## src/hw/rtl/pgpm_pkg.sv

```systemverilog
// types, codes and constants shared by the gamepad poll master
// no dependencies

package pgpm_pkg;

    localparam int POLL_BYTES  = 5;
    localparam int LINE_W      = 8;
    localparam int INDEX_W     = 3;
    localparam int BUTTONS_W   = 16;
    localparam int COUNT_W     = 4;

    localparam logic OP_TICK  = 1'b0;
    localparam logic OP_START = 1'b1;

    localparam logic CFG_HALF_PERIOD = 1'b0;
    localparam logic CFG_CONTROLLERS = 1'b1;

    localparam logic [2:0] BYTE_LOW_REPORT  = 3'd3;
    localparam logic [2:0] BYTE_LAST        = 3'd4;
    localparam logic [2:0] BIT_LAST         = 3'd7;

    localparam logic [7:0]         HALF_PERIOD_RESET = 8'd10;
    localparam logic [COUNT_W-1:0] CONTROLLERS_RESET = 4'd1;

    typedef struct packed {
        logic              op;
        logic [LINE_W-1:0] data_lines;
    } req_t;

    typedef struct packed {
        logic                 clock_level;
        logic                 command_level;
        logic                 attention_level;
        logic                 busy_res;
        logic                 report_valid;
        logic [INDEX_W-1:0]   controller_index;
        logic [BUTTONS_W-1:0] buttons;
        logic                 last;
    } res_t;

    typedef struct packed {
        logic clock_level;
        logic command_level;
        logic attention_level;
        logic busy_res;
    } line_state_t;

    localparam line_state_t LINES_IDLE = '{
        clock_level: 1'b1, command_level: 1'b1, attention_level: 1'b1, busy_res: 1'b0
    };

    typedef struct packed {
        logic clear;
        logic shift;
        logic to_high;
    } lane_ctl_t;

    typedef enum logic {
        EMIT_IDLE,
        EMIT_REPORTS
    } emit_state_t;

    function automatic logic [7:0] cmd_byte(input logic [2:0] byte_number);
        logic [7:0] value;
        unique case (byte_number)
            3'd0:    value = 8'h01;
            3'd1:    value = 8'h42;
            default: value = 8'hFF;
        endcase
        return value;
    endfunction

endpackage

```

## src/hw/rtl/pgpm_lane.sv

```systemverilog
// one controller's report shift register
// uses pgpm_pkg

module pgpm_lane (
    input  logic                               clk,
    input  logic                               rst_n,
    input  pgpm_pkg::lane_ctl_t                ctl,
    input  logic                               enable,
    input  logic                               data_line,
    output logic [pgpm_pkg::BUTTONS_W-1:0]     buttons
);

    logic [7:0] low_reg;
    logic [7:0] low_next;
    logic [7:0] high_reg;
    logic [7:0] high_next;
    logic       sample_bit;

    assign sample_bit = ~data_line;

    always_comb
    begin
        low_next  = low_reg;
        high_next = high_reg;
        if (ctl.clear)
        begin
            low_next  = '0;
            high_next = '0;
        end
        else if (ctl.shift && enable)
        begin
            if (ctl.to_high)
            begin
                high_next = {high_reg[6:0], sample_bit};
            end
            else
            begin
                low_next = {low_reg[6:0], sample_bit};
            end
        end
    end

    always_ff @(posedge clk or negedge rst_n)
    begin
        if (!rst_n)
        begin
            low_reg  <= '0;
            high_reg <= '0;
        end
        else
        begin
            low_reg  <= low_next;
            high_reg <= high_next;
        end
    end

    assign buttons = {high_reg, low_reg};

endmodule

```

## src/hw/rtl/pgpm_seq.sv

```systemverilog
// bit and byte sequencer: tick counter, clock phase, command byte
// uses pgpm_pkg

module pgpm_seq (
    input  logic                          clk,
    input  logic                          rst_n,
    input  logic                          step,
    input  logic                          op,
    input  logic [7:0]                    half_period,
    output pgpm_pkg::lane_ctl_t           lane_ctl,
    output pgpm_pkg::line_state_t         lines,
    output logic                          done
);

    logic       active_reg, active_next;
    logic [2:0] byte_reg, byte_next;
    logic [2:0] bit_reg, bit_next;
    logic       phase_low_reg, phase_low_next;
    logic [7:0] tick_reg, tick_next;
    logic [7:0] cmd_reg, cmd_next;
    logic [7:0] period;

    assign period = (half_period == 8'd0) ? 8'd1 : half_period;

    always_comb
    begin
        active_next    = active_reg;
        byte_next      = byte_reg;
        bit_next       = bit_reg;
        phase_low_next = phase_low_reg;
        tick_next      = tick_reg;
        cmd_next       = cmd_reg;
        lane_ctl       = '0;
        done           = 1'b0;
        if (step)
        begin
            if (op == pgpm_pkg::OP_START)
            begin
                if (!active_reg)
                begin
                    active_next    = 1'b1;
                    byte_next      = '0;
                    bit_next       = '0;
                    phase_low_next = 1'b1;
                    tick_next      = '0;
                    cmd_next       = pgpm_pkg::cmd_byte(3'd0);
                end
            end
            else if (active_reg)
            begin
                tick_next = tick_reg + 8'd1;
                if (tick_next >= period)
                begin
                    tick_next = '0;
                    priority if (phase_low_reg)
                    begin
                        lane_ctl.shift   = (byte_reg >= pgpm_pkg::BYTE_LOW_REPORT);
                        lane_ctl.to_high = (byte_reg != pgpm_pkg::BYTE_LOW_REPORT);
                        phase_low_next   = 1'b0;
                    end
                    else if (bit_reg != pgpm_pkg::BIT_LAST)
                    begin
                        bit_next       = bit_reg + 3'd1;
                        phase_low_next = 1'b1;
                    end
                    else if (byte_reg != pgpm_pkg::BYTE_LAST)
                    begin
                        byte_next      = byte_reg + 3'd1;
                        bit_next       = '0;
                        cmd_next       = pgpm_pkg::cmd_byte(byte_next);
                        lane_ctl.clear = (byte_next == pgpm_pkg::BYTE_LOW_REPORT);
                        phase_low_next = 1'b1;
                    end
                    else
                    begin
                        active_next    = 1'b0;
                        byte_next      = '0;
                        bit_next       = '0;
                        phase_low_next = 1'b0;
                        done           = 1'b1;
                    end
                end
            end
        end
    end

    // line levels as they stand after this request
    always_comb
    begin
        lines.clock_level     = active_next ? ~phase_low_next : 1'b1;
        lines.command_level   = active_next ? cmd_next[bit_next] : 1'b1;
        lines.attention_level = ~active_next;
        lines.busy_res        = active_next;
    end

    always_ff @(posedge clk or negedge rst_n)
    begin
        if (!rst_n)
        begin
            active_reg    <= 1'b0;
            byte_reg      <= '0;
            bit_reg       <= '0;
            phase_low_reg <= 1'b0;
            tick_reg      <= '0;
            cmd_reg       <= '0;
        end
        else
        begin
            active_reg    <= active_next;
            byte_reg      <= byte_next;
            bit_reg       <= bit_next;
            phase_low_reg <= phase_low_next;
            tick_reg      <= tick_next;
            cmd_reg       <= cmd_next;
        end
    end

endmodule

```

## src/hw/rtl/pgpm_merge.sv

```systemverilog
// merges lane reports into the result stream, holds the output register
// uses pgpm_pkg

module pgpm_merge #(
    parameter int MAX_CONTROLLERS = 8
) (
    input  logic                                   clk,
    input  logic                                   rst_n,
    input  logic                                   step,
    input  pgpm_pkg::line_state_t                  lines,
    input  logic                                   done,
    input  logic [pgpm_pkg::COUNT_W-1:0]           used,
    input  logic [pgpm_pkg::BUTTONS_W-1:0]         lane_buttons [MAX_CONTROLLERS],
    output logic                                   step_ready,
    output logic                                   res_valid,
    input  logic                                   res_ready,
    output pgpm_pkg::res_t                         res_data
);

    pgpm_pkg::emit_state_t             state_reg, state_next;
    logic [pgpm_pkg::INDEX_W-1:0]      idx_reg, idx_next;
    logic [pgpm_pkg::COUNT_W-1:0]      count_reg, count_next;
    logic                              valid_reg, valid_next;
    pgpm_pkg::res_t                    data_reg, data_next;
    logic                              out_free;
    logic [pgpm_pkg::INDEX_W-1:0]      sel_idx;
    logic [pgpm_pkg::BUTTONS_W-1:0]    sel_buttons;
    logic                              sel_last;

    assign out_free   = !valid_reg || res_ready;
    assign step_ready = (state_reg == pgpm_pkg::EMIT_IDLE) && out_free;

    assign sel_idx  = (state_reg == pgpm_pkg::EMIT_IDLE) ? '0 : idx_reg;
    assign sel_last = ({1'b0, sel_idx} + 4'd1) ==
                      ((state_reg == pgpm_pkg::EMIT_IDLE) ? used : count_reg);

    always_comb
    begin
        sel_buttons = '0;
        for (int j = 0; j < MAX_CONTROLLERS; j++)
        begin
            if (pgpm_pkg::INDEX_W'(j) == sel_idx)
            begin
                sel_buttons = lane_buttons[j];
            end
        end
    end

    // next state
    always_comb
    begin
        state_next = state_reg;
        idx_next   = idx_reg;
        count_next = count_reg;
        unique case (state_reg)
            pgpm_pkg::EMIT_IDLE:
            begin
                if (step && done && used != '0 && !sel_last)
                begin
                    state_next = pgpm_pkg::EMIT_REPORTS;
                    idx_next   = pgpm_pkg::INDEX_W'(1);
                    count_next = used;
                end
            end
            pgpm_pkg::EMIT_REPORTS:
            begin
                if (out_free)
                begin
                    idx_next = idx_reg + pgpm_pkg::INDEX_W'(1);
                    if (sel_last)
                    begin
                        state_next = pgpm_pkg::EMIT_IDLE;
                    end
                end
            end
            default:
            begin
                state_next = pgpm_pkg::EMIT_IDLE;
            end
        endcase
    end

    // output register load
    always_comb
    begin
        valid_next = valid_reg;
        data_next  = data_reg;
        if (res_ready)
        begin
            valid_next = 1'b0;
        end
        priority if ((state_reg == pgpm_pkg::EMIT_REPORTS && out_free) ||
                     (step && done && used != '0))
        begin
            valid_next                = 1'b1;
            data_next.clock_level     = pgpm_pkg::LINES_IDLE.clock_level;
            data_next.command_level   = pgpm_pkg::LINES_IDLE.command_level;
            data_next.attention_level = pgpm_pkg::LINES_IDLE.attention_level;
            data_next.busy_res        = pgpm_pkg::LINES_IDLE.busy_res;
            data_next.report_valid    = 1'b1;
            data_next.controller_index = sel_idx;
            data_next.buttons         = sel_buttons;
            data_next.last            = sel_last;
        end
        else if (step)
        begin
            valid_next                = 1'b1;
            data_next.clock_level     = lines.clock_level;
            data_next.command_level   = lines.command_level;
            data_next.attention_level = lines.attention_level;
            data_next.busy_res        = lines.busy_res;
            data_next.report_valid    = 1'b0;
            data_next.controller_index = '0;
            data_next.buttons         = '0;
            data_next.last            = 1'b1;
        end
    end

    always_ff @(posedge clk or negedge rst_n)
    begin
        if (!rst_n)
        begin
            state_reg <= pgpm_pkg::EMIT_IDLE;
            idx_reg   <= '0;
            count_reg <= '0;
            valid_reg <= 1'b0;
        end
        else
        begin
            state_reg <= state_next;
            idx_reg   <= idx_next;
            count_reg <= count_next;
            valid_reg <= valid_next;
        end
    end

    always_ff @(posedge clk)
    begin
        data_reg <= data_next;
    end

    assign res_valid = valid_reg;
    assign res_data  = data_reg;

endmodule

```

## src/hw/rtl/parallel_gamepad_poll_master_core.sv

```systemverilog
// top level of the gamepad poll master: config registers, sequencer, lanes, merge
// uses pgpm_pkg, pgpm_seq, pgpm_lane, pgpm_merge
//
// channel   valid      ready      payload
// request   req_valid  req_ready  req_data  (op, data_lines)
// result    res_valid  res_ready  res_data  (line levels, report fields, last)
// config    cfg_write  -          cfg_index, cfg_data
//
// one request per cycle while req_ready is high; the tick that ends a poll gives
// one report per controller in use, one per cycle unless res_ready stalls, and
// requests wait until the last is loaded; lane count is MAX_CONTROLLERS, and
// every lane in use samples on the same tick; reset clears control and lane state,
// not the result data register, no clearing pass; a stalled result holds off new requests

module parallel_gamepad_poll_master_core #(
    parameter int MAX_CONTROLLERS = 8
) (
    input  logic                clk,
    input  logic                rst_n,
    input  logic                req_valid,
    output logic                req_ready,
    input  pgpm_pkg::req_t      req_data,
    output logic                res_valid,
    input  logic                res_ready,
    output pgpm_pkg::res_t      res_data,
    input  logic                cfg_write,
    input  logic                cfg_index,
    input  logic [7:0]          cfg_data
);

    localparam logic [pgpm_pkg::COUNT_W-1:0] MAX_COUNT =
        pgpm_pkg::COUNT_W'(MAX_CONTROLLERS);

    logic [7:0]                       half_period_reg;
    logic [pgpm_pkg::COUNT_W-1:0]     controllers_reg;
    logic [pgpm_pkg::COUNT_W-1:0]     used;
    logic                             step;
    pgpm_pkg::lane_ctl_t              lane_ctl;
    pgpm_pkg::line_state_t            lines;
    logic                             done;
    logic [pgpm_pkg::BUTTONS_W-1:0]   lane_buttons [MAX_CONTROLLERS];

    always_ff @(posedge clk or negedge rst_n)
    begin
        if (!rst_n)
        begin
            half_period_reg <= pgpm_pkg::HALF_PERIOD_RESET;
            controllers_reg <= pgpm_pkg::CONTROLLERS_RESET;
        end
        else if (cfg_write)
        begin
            unique case (cfg_index)
                pgpm_pkg::CFG_HALF_PERIOD: half_period_reg <= cfg_data;
                pgpm_pkg::CFG_CONTROLLERS:
                    controllers_reg <= cfg_data[pgpm_pkg::COUNT_W-1:0];
                default: ;
            endcase
        end
    end

    assign used = (controllers_reg > MAX_COUNT) ? MAX_COUNT : controllers_reg;
    assign step = req_valid && req_ready;

    pgpm_seq u_seq (
        .clk         (clk),
        .rst_n       (rst_n),
        .step        (step),
        .op          (req_data.op),
        .half_period (half_period_reg),
        .lane_ctl    (lane_ctl),
        .lines       (lines),
        .done        (done)
    );

    for (genvar j = 0; j < MAX_CONTROLLERS; j++)
    begin : g_lane
        pgpm_lane u_lane (
            .clk       (clk),
            .rst_n     (rst_n),
            .ctl       (lane_ctl),
            .enable    (pgpm_pkg::COUNT_W'(j) < used),
            .data_line (req_data.data_lines[j]),
            .buttons   (lane_buttons[j])
        );
    end

    pgpm_merge #(
        .MAX_CONTROLLERS (MAX_CONTROLLERS)
    ) u_merge (
        .clk          (clk),
        .rst_n        (rst_n),
        .step         (step),
        .lines        (lines),
        .done         (done),
        .used         (used),
        .lane_buttons (lane_buttons),
        .step_ready   (req_ready),
        .res_valid    (res_valid),
        .res_ready    (res_ready),
        .res_data     (res_data)
    );

    a_no_request_mid_burst: assert property (@(posedge clk) disable iff (!rst_n)
        res_valid && res_data.report_valid && !res_data.last |-> !req_ready)
        else $error("request taken while reports still pending");

    a_report_idle_lines: assert property (@(posedge clk) disable iff (!rst_n)
        res_valid && res_data.report_valid |->
            res_data.attention_level && !res_data.busy_res && res_data.clock_level)
        else $error("report carries active bus levels");

    a_report_index_range: assert property (@(posedge clk) disable iff (!rst_n)
        res_valid && res_data.report_valid |->
            pgpm_pkg::COUNT_W'(res_data.controller_index) < used)
        else $error("report index beyond controllers in use");

    a_busy_matches_attention: assert property (@(posedge clk) disable iff (!rst_n)
        res_valid |-> res_data.busy_res != res_data.attention_level)
        else $error("busy and attention disagree");

endmodule
```

## config.mk

```make
export PLATFORM = sky130hd
export DESIGN_NAME = parallel_gamepad_poll_master_core
export DESIGN_NICKNAME = d
export VERILOG_FILES = /design/src/hw/rtl/pgpm_pkg.sv /design/src/hw/rtl/pgpm_lane.sv /design/src/hw/rtl/pgpm_seq.sv /design/src/hw/rtl/pgpm_merge.sv /design/src/hw/rtl/parallel_gamepad_poll_master_core.sv
export SDC_FILE = /design/constraint.sdc
export NUM_CORES = 1
export LEC_CHECK = 0
export ABC_CLOCK_PERIOD_IN_PS = 3500
export BUFFER_PORTS_ARGS = -buffer_cell sky130_fd_sc_hd__buf_2
export CORE_ASPECT_RATIO = 0.75
export CORE_MARGIN = 2
export CORE_UTILIZATION = 55
export CTS_BUF_LIST = sky130_fd_sc_hd__clkbuf_4 sky130_fd_sc_hd__clkbuf_8 sky130_fd_sc_hd__clkbuf_16
export DETAILED_ROUTE_END_ITERATION = 8
export GPL_TIMING_DRIVEN = 0
export PLACE_DENSITY_LB_ADDON = 0.1
export SETUP_SLACK_MARGIN = 0.15
export SYNTH_ARGS = -nofsm -noshare
export SYNTH_HDL_FRONTEND = slang
export SYNTH_SLANG_ARGS = --single-unit
```

## constraint.sdc

```tcl
create_clock -name clk -period 3.5 [get_ports clk]
set_input_delay 0.35 -clock clk [delete_from_list [all_inputs] [get_ports clk]]
set_output_delay 0.35 -clock clk [all_outputs]
set_load 0.005 [all_outputs]
```

==> Yosys cells after proc, flatten, opt, wreduce, memory -nomap -nowiden <==
Cells that the tools add are included.
Widths: inputs -> output; s select.
{ "word_totals": {"ff_bits": 198, "in_bits": 23, "word_cells": 272} }
{ "classes": {"n_addsub": 5, "magnitude_cmp": 12, "n_eq_ne": 19, "mux": 131, "bitwise": 12, "reduce_logical": 57} }
{ "op_table": {"columns": ["op", "n"], "rows": [
  ["$mux 8", 61],
  ["$mux 16", 8],
  ["$mux 3", 21],
  ["$mux 20", 2],
  ["$reduce_and 2->1", 20],
  ["$mux 1", 32],
  ["$reduce_bool 2->1", 12],
  ["$lt 3x4->1 const A", 4],
  ["$pmux 8 s2", 1],
  ["$logic_and 1x1->1", 14],
  ["$eq 3x3->1 const A", 4],
  ["$not 1->1", 12],
  ["$ne 2x2->1 const B", 5],
  ["$add 3x1->3 const B", 3],
  ["$add 8x1->8 const B", 1],
  ["$ge 8x8->1", 1],
  ["$logic_not 8->1", 1],
  ["$lt 1x4->1 const A", 2],
  ["$lt 2x4->1 const A", 2],
  ["$mux 4", 2],
  ["$eq 2x3->1 const A", 2],
  ["$logic_not 3->1", 2],
  ["$ne 3x3->1 const B", 2],
  ["$pmux 3 s2", 1],
  ["other kinds (19)", 21]
]} }

==> Longest topological paths before layout <==
{ "depth": {"ltp_word": 13, "ltp_mapped": 17} }

==> Modules after synthesis <==
From an unflattened synthesis, not the netlist that was laid out.
{ "hier_totals": {"hier_cells": 1009, "hier_area_um2": 10928.0} }
{ "by_module_without_submodules": {"columns": ["mod", "instances", "cells_per_inst", "area_per_inst_um2", "seq_area_each_um2"], "rows": [
  ["pgpm_lane", 8, 55, 716.9, 400.4],
  ["pgpm_merge", 1, 358, 3015.4, 925.9],
  ["pgpm_seq", 1, 170, 1615.3, 600.6],
  ["parallel_gamepad_poll_master_core", 1, 41, 561.8, 304.0]
]} }

==> Least setup slack after synthesis <==
No wires, ideal clock.
{ "synth_path": {"path_type": "register to register", "startpoint": "register u_seq.tick_reg[0]", "endpoint": "register g_lane[5].u_lane.low_reg[1]", "setup_ns": 0.121, "arrival_time_ns": 3.278, "required_ns": 3.379, "setup_slack_ns": 0.101, "stages_incl_launch_ff": 17, "period_less_slack_ns": 3.399, "path_cell_list": "dfrtp_1 and3_1 and3_1 and3_1 xor2_1 ha_1 nand2_1 o21ai_0 a21oi_4 nor4_4 and3_1 buf_4 o21ai_2 buf_2 a21o_1 buf_2 a22o_1"} }
{ "synth_via": {"elab_chain_len": 9, "word_cells_on_any_way": 11, "classes_between": "add/sub (1); order compare (1); eq/ne (1); mux (5); reduce/logical (3)"} }
{ "synth_rtl": {"columns": ["item", "line", "source"], "rows": [
  ["start, declared", "pgpm_seq.sv:19", "logic [7:0] tick_reg, tick_next;"],
  ["start signal, assigned", "pgpm_seq.sv:113", "tick_reg <= tick_next;"],
  ["$add 8x1->8 (*)", "pgpm_seq.sv:51", "tick_next = tick_reg + 8'd1;"],
  ["$ge 8x8->1 (*)", "pgpm_seq.sv:52", "if (tick_next >= period)"],
  ["$mux 3 (*)", "pgpm_seq.sv:52", null],
  ["$mux 3 (*)", "pgpm_seq.sv:49", "else if (active_reg)"],
  ["$mux 3 (*)", "pgpm_seq.sv:37", "if (op == pgpm_pkg::OP_START)"],
  ["$mux 3 (*)", "pgpm_seq.sv:35", "if (step)"],
  ["$logic_and 1x1->1", "pgpm_lane.sv:30", "else if (ctl.shift && enable)"],
  ["$reduce_bool 2->1 (no source line)", null, null],
  ["$reduce_and 2->1 (no source line)", null, null],
  ["end signal, assigned", "pgpm_lane.sv:52", "low_reg <= low_next;"],
  ["end, declared", "pgpm_lane.sv:13", "logic [7:0] low_reg;"]
]} }
Every way passes the cells marked *; elsewhere a longest branch is shown, timed or not.
A chain may end at the register's enable or synchronous reset.

==> Worst setup path after layout <==
{ "layout_path": {"startpoint": "register u_seq.tick_reg[0]", "endpoint": "register g_lane[5].u_lane.low_reg[2]"} }
Same word-level chain as after synthesis.

==> impl_metrics.toml <==
[power_and_ir_drop]
switchingPower_w = 0.001299
clkPwrFrac = 0.408
p_leak_nw = 5.236
vdd_ir_drop_max_mv = 0.2490
p_comb_frac = 0.088
p_seq_frac = 0.504
cellPowerDensity_nw_per_um2 = 414.5
power_w = 0.004826
swShare = 0.2693
p_int_w = 0.003526

[detailed_routing]
drt-pass1-iter-count = 5
wl_per_cell_um = 19.50
dr_total_vias = 7942
initialDrtViolationCount = 709
drt_wl_total_um = 25470
postRouteAntennaNets = 0
viasPerCell = 6.081
drc_errors = 0

[global_route]
grt_pass1_wl_um = 40030
grt_pass1_vias = 7298
grtUsageTotal = 0.2807
overflow = 0
antenna_found_initial = 0
grt_max_degree = 101

[timing]
worst_slack_ns = 0.09129
hold_viol = 0
min_period_ns = 3.409
slew_headroom = 0.2450
skew_ns = 0.01345
holdWs_ns = 0.09533
slew_violations = 0
period_share = 0.9739
clock.fmax_mhz = 293.4
tightest_slew_ns = 1.122
setup_viol = 0
grt_setup_unrepaired = "true"

[worst_setup_path]
critPathCaptureType = "register"
crit_fanout = 8
cpMostUsedCell = "and3_4"
critPathArrivalTime_ns = 3.75
cp_cell_sequence = "and3_4 -> and3_4 -> and3_4 -> xor2_4 -> ha_4 -> nand4_1 -> a21oi_2 -> a21oi_4 -> or4_4 -> nor2_4 -> o21ai_2 -> buf_6 -> a21o_1 -> buf_6 -> a22o_1"
crit_type = "reg2reg"
critPathLaunch = "u_seq.tick_reg[0]"
cp-start-kind = "register"
worstRegToRegCells = 15
r2r_start = "u_seq.tick_reg[0]"
critPathRequiredTime_ns = 3.84
cpMaxStageDelayCell = "or4_4"
critPathMaxStageDelay_ns = 0.55

[synthesis]
muxShareOfSynthArea = 0.01514
synth-seq-cells = 198
ys_warn_count = 0
synth_fa_ha_area_frac = 0.03291
synth_compound_area_frac = 0.2248
synth_top_family_by_area = "compound AO/OA/AOI/OAI gates"
synth-simple-area-share = 0.1553
avgSynthCellArea_um2 = 9.749
synth_cells = 975
synthFlopType = "dfrtp_1"
synth_edf_count = 20
syn-num-nets = 1023
synth.distinct_cells = 61
synthArstFlopShare = 0.8737
netlist_area_um2 = 9505
synth_xor_area_frac = 0.008293
ys_seq_area_frac = 0.5296

[status]
status = "finished clean"

[finish]
final_cell_mix = "dfrtp_1, nand2_1, nor2_1"
antenna_cells = 0
layout-drive-gt1-share = 0.2438
synthToLayoutAreaGrowth_pct = 22.48
fin_area_um2 = 11640
final_net_count = 1126
mostFrequentLayoutCell = "dfrtp_1"

[placed_design]
dp_hpwl_um = 17180
post-place-ws_ns = -0.5523
gp_congestion = 0.8912
post_dp_cell_area_um2 = 10060
io_buffers = 48

[cts]
clk_pin_slew_ns = 0.08
clk_path_buf_depth = 2
h-tree-depth = 4
cts_root_buffer = "clkbuf_16"
cts_tree = "built"
numCtsBuffers = 17
cts_sinks = 198
worstSkewPairLatency_ns = 0.45

[floorplanning]
die_height_um = 117.9
design.portCount = 50
dieArea_um2 = 18360
die_w_um = 155.8
num_rows = 41
initial_core_util = 0.5632
core_area_um2 = 16880

[min_path]
hold_start = "cfg_data[4]"
hp-class = "in2reg"
worstHoldPathCells = 3

[run]
cap_violations = 0
[Yosys cell counts (11+ instances only)]
| cell | count | area, um2 |
|---|---|---|
| a211oi_1 | 53 | 397.9 |
| a21oi_1 | 62 | 310.3 |
| a22o_1 | 65 | 569.3 |
| a32oi_1 | 16 | 140.1 |
| clkbuf_1 | 42 | 157.7 |
| dfrtp_1 | 170 | 4254 |
| edfxtp_1 | 20 | 600.6 |
| ha_1 | 25 | 312.8 |
| inv_1 | 25 | 93.84 |
| mux2_2 | 11 | 123.9 |
| nand2_1 | 169 | 634.4 |
| nand3_1 | 18 | 90.09 |
| nor2_1 | 100 | 375.4 |
| o21ai_0 | 66 | 330.3 |
| o31ai_1 | 11 | 82.58 |
[routing by layer]
metal	share of wire	routed length [um]	track usage
met1	0.48	12320	0.4502
met2	0.43	11010	0.3877
met3	0.075	1920	0.07032
met4	0.0088	225	0.04931
met5	0	0	0
[worst max-delay path: cells and delay by family (launching register included)]
kind | cells | cell delay (ns)
xor+xnor | 1 | 0.16
buf+inv | 2 | 0.26
simple gates | 6 | 1.32
flops | 1 | 0.44
compound gates | 5 | 0.80
fa+ha+maj | 1 | 0.29
[through the flow]
step	TNS, ns	instances	util
after floorplan	0	975	-
after CTS	0	1288	0.6596
after global placement	-139.87	1238	0.5936
final	0	1306	0.6898
after detailed placement	-25.21	1239	0.5958
after global routing	-0.09806	1306	0.6898
[power groups by stage]
stage | clock (W) | combinational [W] | sequential [W]
5_1_grt | 0.00207 | 0.000472 | 0.00244
3_5_place_dp | 0 | 0.000348 | 0.00247
3_3_place_gp | 0 | 0.000334 | 0.00247
6_report | 0.00197 | 0.000423 | 0.00243
2_1_floorplan | 0 | 0.000208 | 0.00246
4_1_cts | 0.00198 | 0.000392 | 0.00243
[final cells by class]
class | count | area, um2
fillers | 1258 | 5235
flip-flops and latches | 198 | 5036
multi-input cells | 696 | 4740
repair buffers | 84 | 571.8
clock buffers | 18 | 450.4
plain buffers | 56 | 346.6
well taps | 215 | 269.0
clock inverters | 14 | 135.1
inverters | 25 | 93.84
[path summary, 6_finish.rpt]
check                                              end  slack [ns]
setup / recovery           g_lane[5].u_lane.low_reg[2]        0.09
hold / removal                      half_period_reg[4]         0.1
setup reg to reg           g_lane[5].u_lane.low_reg[2]        0.09
hold reg to reg                       u_seq.cmd_reg[6]        0.47
max in group asynchronous           controllers_reg[0]        2.13
min in group asynchronous  g_lane[1].u_lane.low_reg[4]        0.45
[repair_timing]
item,CTS,global route
gates cloned,1,2
setup endpoints to repair,157,156
setup buffers,15,16
pin swaps,13,33
endpoints found under the hold margin,73,0
hold buffers,1,0
gates resized for setup,95,114
[cells by family after synthesis]
kind of cell / count (synthesis)
AOI/OAI and AO/OA: 311
xor gates and xnor gates: 9
adders and majority gates: 25
buffers and inverters: 81
DFF: 198
muxes: 13
and+or+nand+nor: 338
Power figures use the tool's default switching activity.
